**config.mk**
```make
export PLATFORM = sky130hd
export DESIGN_NAME = key_press_debouncer_flat
export DESIGN_NICKNAME = d
export VERILOG_FILES = /design/src/sv/kpd_pkg.sv /design/src/sv/kpd_if.sv /design/src/sv/kpd_cfg.sv /design/src/sv/kpd_core.sv /design/src/sv/key_press_debouncer.sv /design/src/flat_wrapper.sv
export SDC_FILE = /design/constraint.sdc
export NUM_CORES = 1
export LEC_CHECK = 0
export BUFFER_PORTS_ARGS = -buffer_cell sky130_fd_sc_hd__buf_2
export CAP_MARGIN = 30
export CORE_MARGIN = 2
export CORE_UTILIZATION = 30
export CTS_BUF_LIST = sky130_fd_sc_hd__clkbuf_16
export CTS_CLUSTER_SIZE = 28
export DETAILED_ROUTE_END_ITERATION = 8
export GPL_ROUTABILITY_DRIVEN = 1
export HOLD_SLACK_MARGIN = 0.1
export SYNTH_ARGS = -nofsm -noshare
export SYNTH_HDL_FRONTEND = slang
export SYNTH_SLANG_ARGS = --single-unit
```
**constraint.sdc**
```tcl
create_clock -name clk -period 5.4 [get_ports clk]
set_clock_uncertainty 0.2 [all_clocks]
set_input_delay 1.08 -clock clk [delete_from_list [all_inputs] [get_ports clk]]
set_output_delay 1.08 -clock clk [all_outputs]
set_load 0.1 [all_outputs]
```
**src/sv/kpd_pkg.sv**
```systemverilog
`default_nettype none

package kpd_pkg;

    localparam int NUM_KEYS   = 2;
    localparam int CNT_W      = 16;
    localparam int SEL_W      = 1;
    localparam int ADDR_W     = 4;
    localparam int DATA_W     = 32;

    localparam logic CMD_SCAN = 1'b0;
    localparam logic CMD_READ = 1'b1;

    localparam logic [1:0] REG_HOLD_COUNT    = 2'd0;
    localparam logic [1:0] REG_MAX_COUNT     = 2'd1;
    localparam logic [1:0] REG_INITIAL_FLAGS = 2'd2;

    localparam logic [CNT_W-1:0]    HOLD_COUNT_RST    = CNT_W'(10);
    localparam logic [CNT_W-1:0]    MAX_COUNT_RST     = CNT_W'(100);
    localparam logic [NUM_KEYS-1:0] INITIAL_FLAGS_RST = '0;

    typedef logic [CNT_W-1:0]    cnt_t;
    typedef logic [NUM_KEYS-1:0] keys_t;

    typedef struct packed {
        cnt_t  hold_count;
        cnt_t  max_count;
        logic  flag_load;
        keys_t flag_value;
    } cfg_t;

endpackage

`default_nettype wire

```
**src/sv/kpd_if.sv**
```systemverilog
`default_nettype none

interface kpd_in_if;
    logic                       valid;
    logic                       ready;
    logic                       command;
    logic [kpd_pkg::NUM_KEYS-1:0] key_levels;
    logic [kpd_pkg::SEL_W-1:0]    key_select;

    modport source (output valid, output command, output key_levels, output key_select,
                    input ready);
    modport sink (input valid, input command, input key_levels, input key_select,
                  output ready);
endinterface

interface kpd_out_if;
    logic                       valid;
    logic                       ready;
    logic                       key_down;
    logic [kpd_pkg::NUM_KEYS-1:0] flag_vector;

    modport source (output valid, output key_down, output flag_vector, input ready);
    modport sink (input valid, input key_down, input flag_vector, output ready);
endinterface

`default_nettype wire

```
**src/sv/kpd_cfg.sv**
```systemverilog
`default_nettype none

module kpd_cfg (
    input  wire logic                       clk,
    input  wire logic                       rst_n,
    input  wire logic                       psel,
    input  wire logic                       penable,
    input  wire logic                       pwrite,
    input  wire logic [kpd_pkg::ADDR_W-1:0] paddr,
    input  wire logic [kpd_pkg::DATA_W-1:0] pwdata,
    output logic      [kpd_pkg::DATA_W-1:0] prdata,
    output logic                            pready,
    output kpd_pkg::cfg_t                   cfg
);
    import kpd_pkg::*;

    cnt_t  hold_count_reg;
    cnt_t  max_count_reg;
    keys_t initial_flags_reg;
    logic  wr_en;
    logic  addr_ok;
    logic [1:0] reg_idx;

    assign pready  = 1'b1;
    assign reg_idx = paddr[3:2];
    assign addr_ok = (paddr[1:0] == 2'b00);
    assign wr_en   = psel && penable && pwrite && pready && addr_ok;

    always_ff @(posedge clk or negedge rst_n)
    begin
        if (!rst_n)
        begin
            hold_count_reg    <= HOLD_COUNT_RST;
            max_count_reg     <= MAX_COUNT_RST;
            initial_flags_reg <= INITIAL_FLAGS_RST;
        end
        else if (wr_en)
        begin
            case (reg_idx)
                REG_HOLD_COUNT:    hold_count_reg    <= pwdata[CNT_W-1:0];
                REG_MAX_COUNT:     max_count_reg     <= pwdata[CNT_W-1:0];
                REG_INITIAL_FLAGS: initial_flags_reg <= pwdata[NUM_KEYS-1:0];
                default: ;
            endcase
        end
    end

    always_comb
    begin
        prdata = '0;
        if (addr_ok)
        begin
            case (reg_idx)
                REG_HOLD_COUNT:    prdata = DATA_W'(hold_count_reg);
                REG_MAX_COUNT:     prdata = DATA_W'(max_count_reg);
                REG_INITIAL_FLAGS: prdata = DATA_W'(initial_flags_reg);
                default:           prdata = '0;
            endcase
        end
    end

    assign cfg.hold_count = hold_count_reg;
    assign cfg.max_count  = max_count_reg;
    assign cfg.flag_load  = wr_en && (reg_idx == REG_INITIAL_FLAGS);
    assign cfg.flag_value = pwdata[NUM_KEYS-1:0];

endmodule

`default_nettype wire

```
**src/sv/kpd_core.sv**
```systemverilog
`default_nettype none

module kpd_core (
    input  wire logic    clk,
    input  wire logic    rst_n,
    input  wire kpd_pkg::cfg_t cfg,
    kpd_in_if.sink       in_ch,
    kpd_out_if.source    out_ch
);
    import kpd_pkg::*;

    logic              in_valid_reg;
    logic              command_reg;
    keys_t             levels_reg;
    logic [SEL_W-1:0]  select_reg;

    logic              out_valid_reg;
    logic              key_down_reg;
    keys_t             flag_vector_reg;

    cnt_t              cnt_reg  [NUM_KEYS];
    cnt_t              cnt_next [NUM_KEYS];
    keys_t             flags_reg;
    keys_t             flags_next;
    logic              down_next;
    logic              advance;
    keys_t             active;

    assign advance      = in_valid_reg && (!out_valid_reg || out_ch.ready);
    assign in_ch.ready  = !in_valid_reg || advance;

    assign out_ch.valid       = out_valid_reg;
    assign out_ch.key_down    = key_down_reg;
    assign out_ch.flag_vector = flag_vector_reg;

    always_ff @(posedge clk or negedge rst_n)
    begin
        if (!rst_n)
        begin
            in_valid_reg <= 1'b0;
        end
        else if (in_ch.ready)
        begin
            in_valid_reg <= in_ch.valid;
        end
    end

    always_ff @(posedge clk)
    begin
        if (in_ch.valid && in_ch.ready)
        begin
            command_reg <= in_ch.command;
            levels_reg  <= in_ch.key_levels;
            select_reg  <= in_ch.key_select;
        end
    end

    // Only the highest-numbered pressed key is treated as pressed.
    always_comb
    begin
        active = '0;
        for (int k = 0; k < NUM_KEYS; k++)
        begin
            if (levels_reg[k])
            begin
                active = keys_t'(1) << k;
            end
        end
    end

    always_comb
    begin
        flags_next = flags_reg;
        down_next  = 1'b0;
        for (int k = 0; k < NUM_KEYS; k++)
        begin
            cnt_next[k] = cnt_reg[k];
        end
        if (command_reg == CMD_SCAN)
        begin
            for (int k = 0; k < NUM_KEYS; k++)
            begin
                if (active[k])
                begin
                    if (cnt_reg[k] != '1)
                    begin
                        cnt_next[k] = cnt_reg[k] + cnt_t'(1);
                    end
                end
                else
                begin
                    cnt_next[k]   = '0;
                    flags_next[k] = 1'b0;
                end
                if (cnt_next[k] == cfg.hold_count)
                begin
                    flags_next[k] = 1'b1;
                end
                if (cnt_next[k] > cfg.max_count)
                begin
                    cnt_next[k]   = '0;
                    flags_next[k] = 1'b0;
                end
            end
        end
        else
        begin
            down_next              = flags_reg[select_reg];
            flags_next[select_reg] = 1'b0;
        end
    end

    always_ff @(posedge clk or negedge rst_n)
    begin
        if (!rst_n)
        begin
            flags_reg <= '0;
            for (int k = 0; k < NUM_KEYS; k++)
            begin
                cnt_reg[k] <= '0;
            end
        end
        else if (cfg.flag_load)
        begin
            flags_reg <= cfg.flag_value;
        end
        else if (advance)
        begin
            flags_reg <= flags_next;
            for (int k = 0; k < NUM_KEYS; k++)
            begin
                cnt_reg[k] <= cnt_next[k];
            end
        end
    end

    always_ff @(posedge clk or negedge rst_n)
    begin
        if (!rst_n)
        begin
            out_valid_reg <= 1'b0;
        end
        else if (advance)
        begin
            out_valid_reg <= 1'b1;
        end
        else if (out_ch.ready)
        begin
            out_valid_reg <= 1'b0;
        end
    end

    always_ff @(posedge clk)
    begin
        if (advance)
        begin
            key_down_reg    <= down_next;
            flag_vector_reg <= flags_next;
        end
    end

endmodule

`default_nettype wire

```
**src/sv/key_press_debouncer.sv**
```systemverilog
// Path: input transaction -> input register -> result register.
// Throughput: one transaction per cycle unless the output stalls; the key state is
// updated in a single pass between the input register and the result register.
// Reset: rst_n is asynchronous and active low; it clears all counters and flags and
// loads the register reset values (hold count 10, max count 100, initial flags 0).
`default_nettype none

module key_press_debouncer (
    input  wire logic                       clk,
    input  wire logic                       rst_n,
    kpd_in_if.sink                          in_ch,
    kpd_out_if.source                       out_ch,
    input  wire logic                       psel,
    input  wire logic                       penable,
    input  wire logic                       pwrite,
    input  wire logic [kpd_pkg::ADDR_W-1:0] paddr,
    input  wire logic [kpd_pkg::DATA_W-1:0] pwdata,
    output logic      [kpd_pkg::DATA_W-1:0] prdata,
    output logic                            pready
);
    import kpd_pkg::*;

    cfg_t cfg;

    kpd_cfg u_cfg (
        .clk     (clk),
        .rst_n   (rst_n),
        .psel    (psel),
        .penable (penable),
        .pwrite  (pwrite),
        .paddr   (paddr),
        .pwdata  (pwdata),
        .prdata  (prdata),
        .pready  (pready),
        .cfg     (cfg)
    );

    kpd_core u_core (
        .clk    (clk),
        .rst_n  (rst_n),
        .cfg    (cfg),
        .in_ch  (in_ch),
        .out_ch (out_ch)
    );

endmodule

`default_nettype wire

```
**src/flat_wrapper.sv**
```systemverilog
// flat-port wrapper written by rule: the top's interface ports become plain ports
module key_press_debouncer_flat import kpd_pkg::*;
  (clk, rst_n, psel, penable, pwrite, paddr, pwdata, prdata, pready, in_ch_valid, in_ch_command, in_ch_key_levels, in_ch_key_select, in_ch_ready, out_ch_valid, out_ch_key_down, out_ch_flag_vector, out_ch_ready);
  kpd_in_if in_ch_i ();
  kpd_out_if out_ch_i ();
  input  wire logic clk;
  input  wire logic rst_n;
  input  wire logic psel;
  input  wire logic penable;
  input  wire logic pwrite;
  input  wire logic [kpd_pkg::ADDR_W-1:0] paddr;
  input  wire logic [kpd_pkg::DATA_W-1:0] pwdata;
  output logic      [kpd_pkg::DATA_W-1:0] prdata;
  output logic pready;
  input wire logic [$bits(in_ch_i.valid)-1:0] in_ch_valid;
  input wire logic [$bits(in_ch_i.command)-1:0] in_ch_command;
  input wire logic [$bits(in_ch_i.key_levels)-1:0] in_ch_key_levels;
  input wire logic [$bits(in_ch_i.key_select)-1:0] in_ch_key_select;
  output wire logic [$bits(in_ch_i.ready)-1:0] in_ch_ready;
  output wire logic [$bits(out_ch_i.valid)-1:0] out_ch_valid;
  output wire logic [$bits(out_ch_i.key_down)-1:0] out_ch_key_down;
  output wire logic [$bits(out_ch_i.flag_vector)-1:0] out_ch_flag_vector;
  input wire logic [$bits(out_ch_i.ready)-1:0] out_ch_ready;
  assign in_ch_i.valid = in_ch_valid;
  assign in_ch_i.command = in_ch_command;
  assign in_ch_i.key_levels = in_ch_key_levels;
  assign in_ch_i.key_select = in_ch_key_select;
  assign in_ch_ready = in_ch_i.ready;
  assign out_ch_valid = out_ch_i.valid;
  assign out_ch_key_down = out_ch_i.key_down;
  assign out_ch_flag_vector = out_ch_i.flag_vector;
  assign out_ch_i.ready = out_ch_ready;
  key_press_debouncer u_core (.clk(clk), .rst_n(rst_n), .in_ch(in_ch_i), .out_ch(out_ch_i), .psel(psel), .penable(penable), .pwrite(pwrite), .paddr(paddr), .pwdata(pwdata), .prdata(prdata), .pready(pready));
endmodule
```
[Yosys cells after proc, flatten, opt, wreduce, memory -nomap -nowiden]
Index checks and enable logic that the tools add are counted.
Storage, ports and cells
  flip-flop bits (word level): 77
  bits of input ports: 47
  logic and storage cells: 75
Operators by class
  add/sub/neg operators: 2
  order comparisons: 4
  eq/ne operators: 6
  multiplexer cells: 27
  bitwise gates (word level): 4
  reduce and logical (&&, ||, !) cells: 19
Operator list (count)
  $mux 16: 9
  $pmux 16 s3: 1
  $add 16x1->16 const B: 2
  $eq 16x16->1: 2
  $gt 16x16->1: 2
  $ne 16x16->1 const B: 2
  $mux 1: 12
  $mux 2: 4
  $logic_and 1x1->1: 7
  $reduce_and 2->1: 3
  $logic_not 2->1: 2
  $reduce_bool 2->1: 2
  $reduce_and 3->1: 1
  $and 2x2->2: 1
  $eq 2x1->1 const B: 1
  $eq 2x2->1 const B: 1
  $logic_not 1->1: 2
  $logic_or 1x1->1: 2
  $lt 1x2->1 const B: 1
  $not 1->1: 2
  $not 2->2: 1
  $demux 1 s1: 1
  $ge 1x1->1 const B: 1

[Logic depth before layout (Yosys ltp)]
Gate-level depths: netlist (run 1).
  depth in word-level cells: 10
  mapped depth: 17
  gate-level depth less buffers: 15

[By module]
A second synthesis (run 1) with hierarchy kept.
Second synthesis, totals
  cells, all modules: 691
  area total of the unflattened synthesis: 6168.4 sq um
By module, submodules not included
  kpd_core: instances 1, cells an instance 550, area each 4424.2 sq um
  kpd_cfg: instances 1, cells an instance 141, area each 1744.2 sq um

[Worst setup path after synthesis (run 1)]
Ideal clock, no wire load.
  path type: input to output
  from: input port paddr[2] (netlist bit)
  to: output port prdata[0] (netlist bit)
  data arrival time: 3.559 ns
  data required time: 4.120 ns
  path slack: 0.561 ns
  stages: 4
  path buffers: 1
  path through: buf_2 > nor2b_1 > a21oi_1 > nor3_1
On the way
  longest elaborated chain between the ends: 3
  elaborated cells on any way between the ends: 5
Ends and longest elaborated chain
  start: declaration: line flat_wrapper.sv:11  | input wire logic [kpd_pkg::ADDR_W-1:0] paddr;
  $eq 2x2->1, or another cell as far along: line kpd_cfg.sv:53  | case (reg_idx)
  $pmux 16 s3 *: line kpd_cfg.sv:53
  $mux 16 *: line kpd_cfg.sv:51  | if (addr_ok)
  end: declaration: line flat_wrapper.sv:13  | output logic [kpd_pkg::DATA_W-1:0] prdata;
Mark *: on every way between the ends. The rest lies on a longest branch, timed or not.

[Final worst setup path (run 1)]
  from: register u_core.u_core.cnt_reg[0] (netlist bit)
  to: register u_core.u_core.flag_vector_reg[1] (netlist: u_core.u_core.out_ch.flag_vector[1]), data pin
On the way
  longest elaborated chain between the ends: 8
  elaborated cells on any way between the ends: 10
Ends and longest elaborated chain
  start: declaration: line kpd_core.sv:21  | cnt_t cnt_reg [NUM_KEYS];
  start signal: indexed assignment: line kpd_core.sv:132  | cnt_reg[k] <= cnt_next[k];
  $add 16x1->16 or $ne 16x16->1 (tied branches): line kpd_core.sv:87, kpd_core.sv:85
  $mux 16 *: line kpd_core.sv:85  | if (cnt_reg[k] != '1)
  $mux 16 *: line kpd_core.sv:83  | if (active[k])
  $mux 16 *: line kpd_core.sv:79  | if (command_reg == CMD_SCAN)
  branches (longest 2 deep; another with $gt 16x16->1)
  $mux 1 *: line kpd_core.sv:99  | if (cnt_next[k] > cfg.max_count)
  $mux 2 *: line kpd_core.sv:79
  named net u_core.u_core.flags_next[1]: line kpd_core.sv:24  | keys_t flags_next;
  end signal: assignment: line kpd_core.sv:158  | flag_vector_reg <= flags_next;
  end: declaration: line kpd_core.sv:19  | keys_t flag_vector_reg;
Mark *: on every way through the listed nets, which the timed path passes. The select of a mux whose other input is x is not followed.
A chain may end at the register's enable or synchronous reset.

==> flow_summary_export.csv, run 1 <==
group,metric,value,unit
status,outcome,"complete, no violations",
finish,final.fill_count,2125,
finish,seq_area,1968,um2
global_route,grt_pass1_wl,29420,um
global_route,grt_use_met3,2.607,%
yosys,avgSynthCellArea,8.531,um2
critical_path,worst-setup-path-type,"reg2reg",
timing,fmax,207.4,MHz
yosys,yosys.area.top_type,"dfrtp_1",
clock_tree,postCtsSetupBuffers,0,
clock_tree,cts.repair.resized,0,
critical_path,critPathLaunchType,"flop",
min_path,min_from,"u_core.u_cfg.initial_flags_reg[0]",
yosys,synth-edff-count,7,
yosys,netlist_instances,731,
timing,rsz0062_at_grt,"no",
clock_tree,cts_root_buffer,"clkbuf_16",
floorplan,rows,52,
critical_path,r2r_slack,580,ps
clock_tree,holdBufCountCts,0,
yosys,yosys_warnings,0,
placement,portBuffers,51,
yosys,synth_top_area_share,26.08,%
floorplan,io-pin-count,85,
critical_path,cp-startpoint,"u_core.u_core.cnt_reg[0]",
timing,drv_slew,0,
yosys,synth_area,6236,um2
floorplan,chipWidth,148.2,um
global_route,antenna_found_initial,0,
detailed_routing,drc,0,
yosys,synth_top_cells_by_count,"nand2_1, dfrtp_1, nor2_1, inv_1, o21ai_0",
yosys,yosys-top-cells-area,"dfrtp_1, ha_1, mux2_2",
global_route,grt_usage,16.96,%
detailed_routing,via_count,5656,
clock_tree,htree_num_levels,3,
floorplan,design.core.area,20300,um2
power_and_ir_drop,power,0.001807,W
timing,slew_headroom,36.72,%
critical_path,worstPathCellList,"ha_1 -> nand4_1 -> nor4_2 -> nor2_1 -> xor2_1 -> and2_1 -> ha_1 -> nand4_1 -> o21bai_1 -> a32o_1 -> a221oi_1 -> buf_4 -> nand2b_1 -> mux2i_1 -> a22o_1",
critical_path,endpoint_kind,"flop",
detailed_routing,wl,18400,um
placement,place.gp.congestion,0.9319,
floorplan,initial_utilization,30.72,%
clock_tree,cts.sinks,77,
finish,area_delta_synth_final,11.98,%
clock_tree,cts_tree,"yes",
detailed_routing,drtAntennaViolNets,0,
timing,finalHoldViolations,0,
global_route,grt_overflow,0,
min_path,hp-class,"reg2reg",
critical_path,crit_required,5290,ps
clock_tree,clock_latency,340,ps
global_route,grt_busiest_layer,"met2",
global_route,grt_max_degree,71,
finish,num-nets-final,843,
timing,finalCriticalPeriod,4822,ps
detailed_routing,route.detailed.wl_per_inst,17.74,um
finish,multiInputGateArea,3882,um2
critical_path,reg2reg_from,"u_core.u_core.cnt_reg[0]",
floorplan,die_h,148.2,um
global_route,grt_pass1_vias,5349,
detailed_routing,drt_iter0_markers,434,
critical_path,worstPathMaxFanout,12,
timing,worst_pin_slew,936.0,ps
timing,setup_viol,0,
power_and_ir_drop,max-vdd-ir-drop,0.1710,mV
yosys,async_reset_ff_share,90.91,%
yosys,synth.most_common_cell,"nand2_1",
yosys,synth_cell_type_count,77,
critical_path,crit_slowest_cell,"nor4_2",
timing,tns,0,ps
yosys,yosys_register_bits,77,
clock_tree,path_clk_slew,60,ps
yosys,ys_seq_area_share,31.56,%
run,drv_cap,0,
power_and_ir_drop,p_leak,3.068,nW
finish,antenna_cells,0,
power_and_ir_drop,power.density_cell_area,258.8,nW/um2
clock_tree,cts_buffer_depth,2,
yosys,ys.flop_type,"dfrtp_1",
global_route,met1_usage,23.10,%
critical_path,max_stage_delay,690,ps
floorplan,dieArea,21960,um2
clock_tree,cts_buffers,9,
timing,fin_crit_sh,89.29,%
finish,largest_register_ffs,32,
detailed_routing,vias_per_cell,5.454,
global_route,grtUsageMet2,27.48,%
placement,dpl.hpwl,14010,um
finish,drive_above_1_share,17.34,%
detailed_routing,first_pass_iters,5,
critical_path,worstPathArrival,4710,ps
worst max-delay path: cells and delay by family (launching register included):
kind / cells / cell delay, ps
flops: 1 / 430
xor+xnor: 1 / 240
buf+inv: 1 / 270
compound gates: 4 / 920
fa+ha+maj: 2 / 640
simple gates: 6 / 1710
mux: 1 / 160
placed cells by master (no fill, tap or decap), types with 10 or more instances in the layout:
master   instances
mux2_2          27
inv_1           42
and3_1          11
o31ai_1         12
nor4_1          14
a21o_1          11
a21oi_1         35
nand2_1         77
nor3_1          13
mux2i_1         28
ha_1            34
xnor2_1         10
nand3_1         21
conb_1          17
nand4_1         21
o21ai_0         38
buf_2           50
nor2_1          55
buf_4           13
dfrtp_1         65
final timing paths:
check	endpoint	cells past startpoint
min in group asynchronous	u_core.u_cfg.max_count_reg[13]	1
worst max-delay path	u_core.u_core.out_ch.flag_vector[1]	15
max in group asynchronous	u_core.u_core.cnt_reg[2]	1
worst max register to register	u_core.u_core.out_ch.flag_vector[1]	15
worst min register to register	u_core.u_cfg.initial_flags_reg[0]	2
worst min-delay path	u_core.u_cfg.initial_flags_reg[0]	2
final cells by class:
class | instances | area share, %
Clock buffer | 9 | 3.225
Clock inverter | 7 | 0.9676
Inverter | 41 | 2.204
Multi-Input combinational cell | 570 | 55.60
Sequential cell | 77 | 28.18
Tap cell | 270 | 4.838
Timing Repair Buffer | 63 | 4.981
power breakdown:
| group | switching (W) | internal, W |
|---|---|---|
| clock | 0.000246 | 0.000355 |
| combinational | 0.000317 | 0.000160 |
| sequential | 0.0000867 | 0.000641 |
layer usage:
metal | vias up | part of all wire [%]
li1 | 2716 | -
met1 | 2682 | 45
met2 | 231 | 46
met3 | 27 | 6.5
met4 | 0 | 2.4
met5 | - | 0
cell families after synthesis:
family | Yosys count | synth area share [%]
simple gates | 281 | 24.42
compound gates | 164 | 17.80
mux | 55 | 9.370
buf+inv | 99 | 7.243
fa+ha+maj | 34 | 6.822
other cells | 2 | 0.1204
flops | 77 | 31.56
xor+xnor | 19 | 2.669
per-stage QoR:
| step | std cells | utilization [%] | instance area (um2) | hold WS (ps) | setup slack (ps) |
|---|---|---|---|---|---|
| detailed placement | 1021 | 32.96 | 6690 | 273.0 | 692.6 |
| CTS | 1037 | 34.40 | 6983 | 288.3 | 638.7 |
| finish | 1037 | 34.40 | 6983 | 294.0 | 578.1 |
| global placement | 1021 | 32.96 | 6690 | 275.2 | 720.7 |
| global route | 1037 | 34.40 | 6983 | 333.6 | 277.2 |
| floorplan | 746 | - | 6292 | 246.0 | 560.5 |
(Power assumes the default switching activity.)
==> run 2, diff against run 1 <==
--- a/config.mk
+++ b/config.mk
@@ -5,13 +5,12 @@
 export SDC_FILE = /design/constraint.sdc
 export NUM_CORES = 1
 export LEC_CHECK = 0
-export BUFFER_PORTS_ARGS = -buffer_cell sky130_fd_sc_hd__buf_2
 export CAP_MARGIN = 30
 export CORE_MARGIN = 2
 export CORE_UTILIZATION = 30
 export CTS_BUF_LIST = sky130_fd_sc_hd__clkbuf_16
-export CTS_CLUSTER_SIZE = 28
 export DETAILED_ROUTE_END_ITERATION = 8
+export DONT_BUFFER_PORTS = 1
 export GPL_ROUTABILITY_DRIVEN = 1
 export HOLD_SLACK_MARGIN = 0.1
 export SYNTH_ARGS = -nofsm -noshare
==> constraint.sdc (replaced) <==
create_clock -name clk -period 5.35 [get_ports clk]
set_clock_uncertainty 0.2 [all_clocks]
set_input_delay 1.07 -clock clk [delete_from_list [all_inputs] [get_ports clk]]
set_output_delay 1.07 -clock clk [all_outputs]
set_load 0.1 [all_outputs]
==> run 2 against run 1 <==
  * First-iteration DRC count up 4.6%
  * Die area unchanged
  * Sequential share of layout area down 0.11 points
  * Largest power group unchanged
  * Core utilization up 0.13 points
  * Final cell count down 2.9%
  * Power up 5.1%
==> flow_summary_export.csv, run 2 (synthesis gave the netlist of run 1 again) <==
group,metric,value,unit
clock_tree,clock_latency,340,ps
global_route,grt_max_degree,71,
finish,num-nets-final,813,
clock_tree,cts_buffers,9,
clock_tree,cts_tree,"yes",
timing,fin_ws,484.5,ps
timing,finalCriticalPeriod,4865,ps
floorplan,design.core.area,20300,um2
placement,portBuffers,0,
global_route,grt_pass1_wl,29590,um
timing,tns,0,ps
floorplan,die_h,148.2,um
critical_path,worst-setup-path-type,"reg2reg",
timing,setup_viol,0,
finish,multiInputGateArea,3928,um2
detailed_routing,wl,18550,um
run,drv_cap,0,
critical_path,critPathLaunchType,"flop",
floorplan,dieArea,21960,um2
placement,place.gp.congestion,0.9362,
status,outcome,"complete, no violations",
critical_path,crit_required,5250,ps
finish,drive_above_1_share,15.88,%
clock_tree,cts.repair.resized,0,
finish,largest_register_ffs,32,
finish,seq_area,1968,um2
power_and_ir_drop,power.density_cell_area,271.0,nW/um2
global_route,grt_pass1_vias,5308,
floorplan,rows,52,
clock_tree,postCtsSetupBuffers,0,
timing,holdWs,219.6,ps
detailed_routing,route.detailed.wl_per_inst,18.42,um
min_path,hp-class,"in2async",
critical_path,worstPathMaxFanout,8,
detailed_routing,vias_per_cell,5.506,
finish,antenna_cells,0,
timing,rsz0062_at_grt,"no",
timing,drv_slew,0,
timing,fmax,205.5,MHz
placement,pre_cts_ws,657.5,ps
floorplan,io-pin-count,85,
global_route,grt_usage,17.15,%
detailed_routing,first_pass_iters,5,
finish,final.fill_count,2155,
timing,finalHoldViolations,0,
finish,final_common_cell,"nand2_1",
placement,placed_area,6678,um2
critical_path,endpoint_kind,"flop",
detailed_routing,drc,0,
clock_tree,cts_root_buffer,"clkbuf_16",
floorplan,initial_utilization,30.72,%
global_route,grt_overflow,0,
finish,stdcell_area,7009,um2
critical_path,worstPathArrival,4760,ps
clock_tree,path_clk_slew,60,ps
timing,worst_pin_slew,1005,ps
finish,final_cell_mix,"nand2_1, dfrtp_1, inv_1",
power_and_ir_drop,power,0.001899,W
clock_tree,cts.sinks,77,
detailed_routing,drt_iter0_markers,454,
placement,dpl.hpwl,14080,um
clock_tree,holdBufCountCts,0,
power_and_ir_drop,max-vdd-ir-drop,0.1570,mV
detailed_routing,drtAntennaViolNets,0,
global_route,antenna_found_initial,0,
timing,fin_crit_sh,90.94,%
floorplan,chipWidth,148.2,um
timing,slew_headroom,32.54,%
finish,area_delta_synth_final,12.40,%
detailed_routing,via_count,5545,
power_and_ir_drop,p_leak,2.996,nW
clock_tree,cts_buffer_depth,2,
clock_tree,htree_num_levels,3,
-- run 2: worst paths after layout --
check | from | end | slack [ps] | depth (start not counted)
max in group asynchronous | rst_n | u_core.u_cfg.hold_count_reg[1] | 4520 | 0
min in group clk | u_core.u_core.in_valid_reg | u_core.u_core.out_ch.valid | 290 | 1
max | u_core.u_core.cnt_reg[16] | u_core.u_core.out_ch.flag_vector[0] | 480 | 14
min reg2reg | u_core.u_core.in_valid_reg | u_core.u_core.out_ch.valid | 290 | 1
min | rst_n | u_core.u_cfg.max_count_reg[7] | 220 | 0
max reg2reg | u_core.u_core.cnt_reg[16] | u_core.u_core.out_ch.flag_vector[0] | 480 | 14
-- run 2: power breakdown --
group	switching, W	internal (W)	total, W
sequential	0.000105	0.000647	0.000752
clock	0.000249	0.000450	0.000699
combinational	0.000288	0.000160	0.000448
-- run 2: layer usage --
metal | part of all wire (%) | vias up | wire, um | global-route usage (%)
li1 | - | 2655 | - | -
met1 | 46 | 2666 | 8477 | 23.69
met2 | 45 | 197 | 8374 | 26.57
met3 | 7.2 | 27 | 1333 | 4.141
met4 | 1.9 | 0 | 361 | 5.286
met5 | 0 | - | 0 | 0
-- run 2: area by class of cell --
cell class,instances,share of cell area [%]
Multi-Input combinational cell,570,56.03
Sequential cell,77,28.08
Tap cell,270,4.820
Timing Repair Buffer,33,4.141
Clock buffer,9,3.213
Inverter,41,2.196
Clock inverter,7,1.517
-- run 2: worst max-delay path, cell delays in order, from the launching register on --
cell and delay [ps]:
dfrtp_1 420, ha_1 370, nand3_1 300, nor4_4 450, nor3_1 130, o21ai_1 350, inv_1 90, ha_1 300
a21o_1 110, a21oi_1 70, o221ai_1 210, a211oi_1 170, o21ai_1 810, o21ai_0 340, a22o_1 310
-- run 2: metrics by stage --
| stage | std cells | util (%) |
|---|---|---|
| after floorplan | 746 | - |
| after global placement | 990 | 32.82 |
| after detailed placement | 991 | 32.90 |
| after CTS | 1007 | 34.53 |
| after global routing | 1007 | 34.53 |
| final | 1007 | 34.53 |
==> run 3, diff against run 2 <==
--- a/config.mk
+++ b/config.mk
@@ -13,6 +13,7 @@
 export DONT_BUFFER_PORTS = 1
 export GPL_ROUTABILITY_DRIVEN = 1
 export HOLD_SLACK_MARGIN = 0.1
+export RECOVER_POWER = 50
 export SYNTH_ARGS = -nofsm -noshare
 export SYNTH_HDL_FRONTEND = slang
 export SYNTH_SLANG_ARGS = --single-unit
==> run 3 against run 2 <==
  * Power barely moved
  * Hold slack lost 1.4 ps
  * First-iteration DRC count down 7.0%
  * Combinational power hardly changed
  * Maximum frequency is 0.33% higher
  * Via count up 0.13%
  * Flip-flop and latch count unchanged
  * Highest routed layer unchanged
  * Routed wire length barely moved
==> flow_summary_export.csv, run 3 (synthesis gave the netlist of run 1 again) <==
group,metric,value,unit
status,outcome,"complete, no violations",
global_route,grtUsageMet2,26.57,%
timing,slew_headroom,30.88,%
finish,instances_no_fill,1007,
global_route,met1_usage,23.69,%
clock_tree,holdBufCountCts,0,
placement,place.gp.congestion,0.9362,
timing,tns,0,ps
global_route,grt_use_met3,4.141,%
global_route,grt_pass1_wl,29590,um
clock_tree,cts.sinks,77,
finish,drive_above_1_share,15.74,%
timing,drv_slew,0,
detailed_routing,wl,18540,um
timing,fin_crit_sh,90.65,%
placement,dp.cells,991,
timing,worst_pin_slew,1037,ps
floorplan,io-pin-count,85,
global_route,grt_busiest_layer,"met2",
min_path,hp-class,"in2async",
critical_path,worstPathArrival,4750,ps
detailed_routing,first_pass_iters,5,
critical_path,worstPathMaxFanout,8,
finish,final_common_cell,"nand2_1",
detailed_routing,drc,0,
detailed_routing,drtAntennaViolNets,0,
critical_path,max_stage_delay,800,ps
global_route,grt_overflow,0,
power_and_ir_drop,p_leak,2.991,nW
clock_tree,cts.repair.resized,0,
clock_tree,cts_buffers,9,
global_route,grt_usage,17.15,%
power_and_ir_drop,power.density_cell_area,271.4,nW/um2
critical_path,r2r_end,"u_core.u_core.out_ch.flag_vector[0]",
finish,largest_register_ffs,32,
timing,finalCriticalPeriod,4850,ps
finish,final_cell_mix,"nand2_1, dfrtp_1, inv_1",
placement,portBuffers,0,
timing,holdWs,218.1,ps
clock_tree,cts_buffer_depth,2,
timing,rsz0062_at_grt,"no",
critical_path,crit_slowest_cell,"o21ai_1",
floorplan,initial_utilization,30.72,%
power_and_ir_drop,max-vdd-ir-drop,0.1573,mV
critical_path,rr_worst_depth,14,
global_route,antenna_found_initial,0,
finish,area_delta_synth_final,12.34,%
clock_tree,path_clk_slew,60,ps
clock_tree,clock_latency,350,ps
critical_path,worst-setup-path-type,"reg2reg",
clock_tree,cts_root_buffer,"clkbuf_16",
detailed_routing,via_count,5552,
floorplan,rows,52,
critical_path,critPathLaunchType,"flop",
critical_path,worstPathCellList,"ha_1 -> nand3_1 -> nor4_4 -> nor3_1 -> o21ai_1 -> inv_1 -> ha_1 -> a21o_1 -> a21oi_1 -> o221ai_1 -> a211oi_1 -> o21ai_1 -> o21ai_0 -> a22o_1",
floorplan,dieArea,21960,um2
timing,finalHoldViolations,0,
floorplan,chipWidth,148.2,um
finish,num-nets-final,813,
global_route,grt_pass1_vias,5308,
detailed_routing,drt_iter0_markers,422,
clock_tree,postCtsSetupBuffers,0,
detailed_routing,vias_per_cell,5.513,
placement,dpl.hpwl,14080,um
floorplan,design.core.area,20300,um2
timing,setup_viol,0,
finish,antenna_cells,0,
run,drv_cap,0,
clock_tree,htree_num_levels,3,
critical_path,r2r_slack,500,ps
detailed_routing,route.detailed.wl_per_inst,18.41,um
critical_path,crit_required,5250,ps
timing,fmax,206.2,MHz
critical_path,reg2reg_from,"u_core.u_core.cnt_reg[16]",
clock_tree,cts_tree,"yes",
critical_path,endpoint_kind,"flop",
floorplan,die_h,148.2,um
global_route,grt_max_degree,71,
run 3: power breakdown:
part	internal [W]	switching [W]
Sequential	0.000647	0.000105
Combinational	0.000160	0.000288
Clock	0.000450	0.000250
Total	0.00126	0.000643
run 3: worst max-delay path: cells and delay by family (launching register included):
| kind | cells | cell delay (ps) |
|---|---|---|
| AO/OA/AOI/OAI | 8 | 2350 |
| AND/OR/NAND/NOR | 3 | 880 |
| adder cells (fa/ha/maj) | 2 | 670 |
| flip-flops | 1 | 420 |
| buffers and inverters | 1 | 90 |
run 3: through the flow:
| stage | utilization (%) | total power, W | cell area (um2) | setup WS, ps |
|---|---|---|---|---|
| after floorplan | - | 0.001084 | 6292 | 530.5 |
| after global placement | 32.82 | 0.001195 | 6663 | 696.4 |
| after detailed placement | 32.90 | 0.001202 | 6678 | 657.5 |
| after CTS | 34.53 | 0.001902 | 7009 | 631.8 |
| after global routing | 34.51 | 0.001985 | 7005 | 282.6 |
| final | 34.51 | 0.001901 | 7005 | 500.4 |
run 3: worst max-delay path by stage:
| stage | from | endpoint | slack (ps) | depth (start not counted) |
|---|---|---|---|---|
| global route | u_core.u_core.cnt_reg[16] | u_core.u_core.out_ch.flag_vector[0] | 280 | 14 |
| floorplan | paddr[2] | prdata[0] | 530 | 4 |
| global placement | u_core.u_core.cnt_reg[16] | u_core.u_core.out_ch.flag_vector[0] | 700 | 14 |
| finish | u_core.u_core.cnt_reg[16] | u_core.u_core.out_ch.flag_vector[0] | 500 | 14 |
| CTS | u_core.u_core.cnt_reg[16] | u_core.u_core.out_ch.flag_vector[0] | 630 | 14 |
| detailed placement | u_core.u_core.cnt_reg[16] | u_core.u_core.out_ch.flag_vector[0] | 660 | 14 |
run 3: cell type report:
cell class                 instances  area [um2]
timing repair buffer              33       286.5
fill                            2154       13290
clock inverter                     7       106.4
sequential                        77        1968
inverter                          41       153.9
tap                              270       337.8
clock buffer                       9       225.2
multi-input combinational        570        3928
run 3: layer usage:
metal	wire [um]	vias up
met5	0	-
met4	387	0
met3	1384	29
met2	8403	191
met1	8361	2674
li1	-	2658
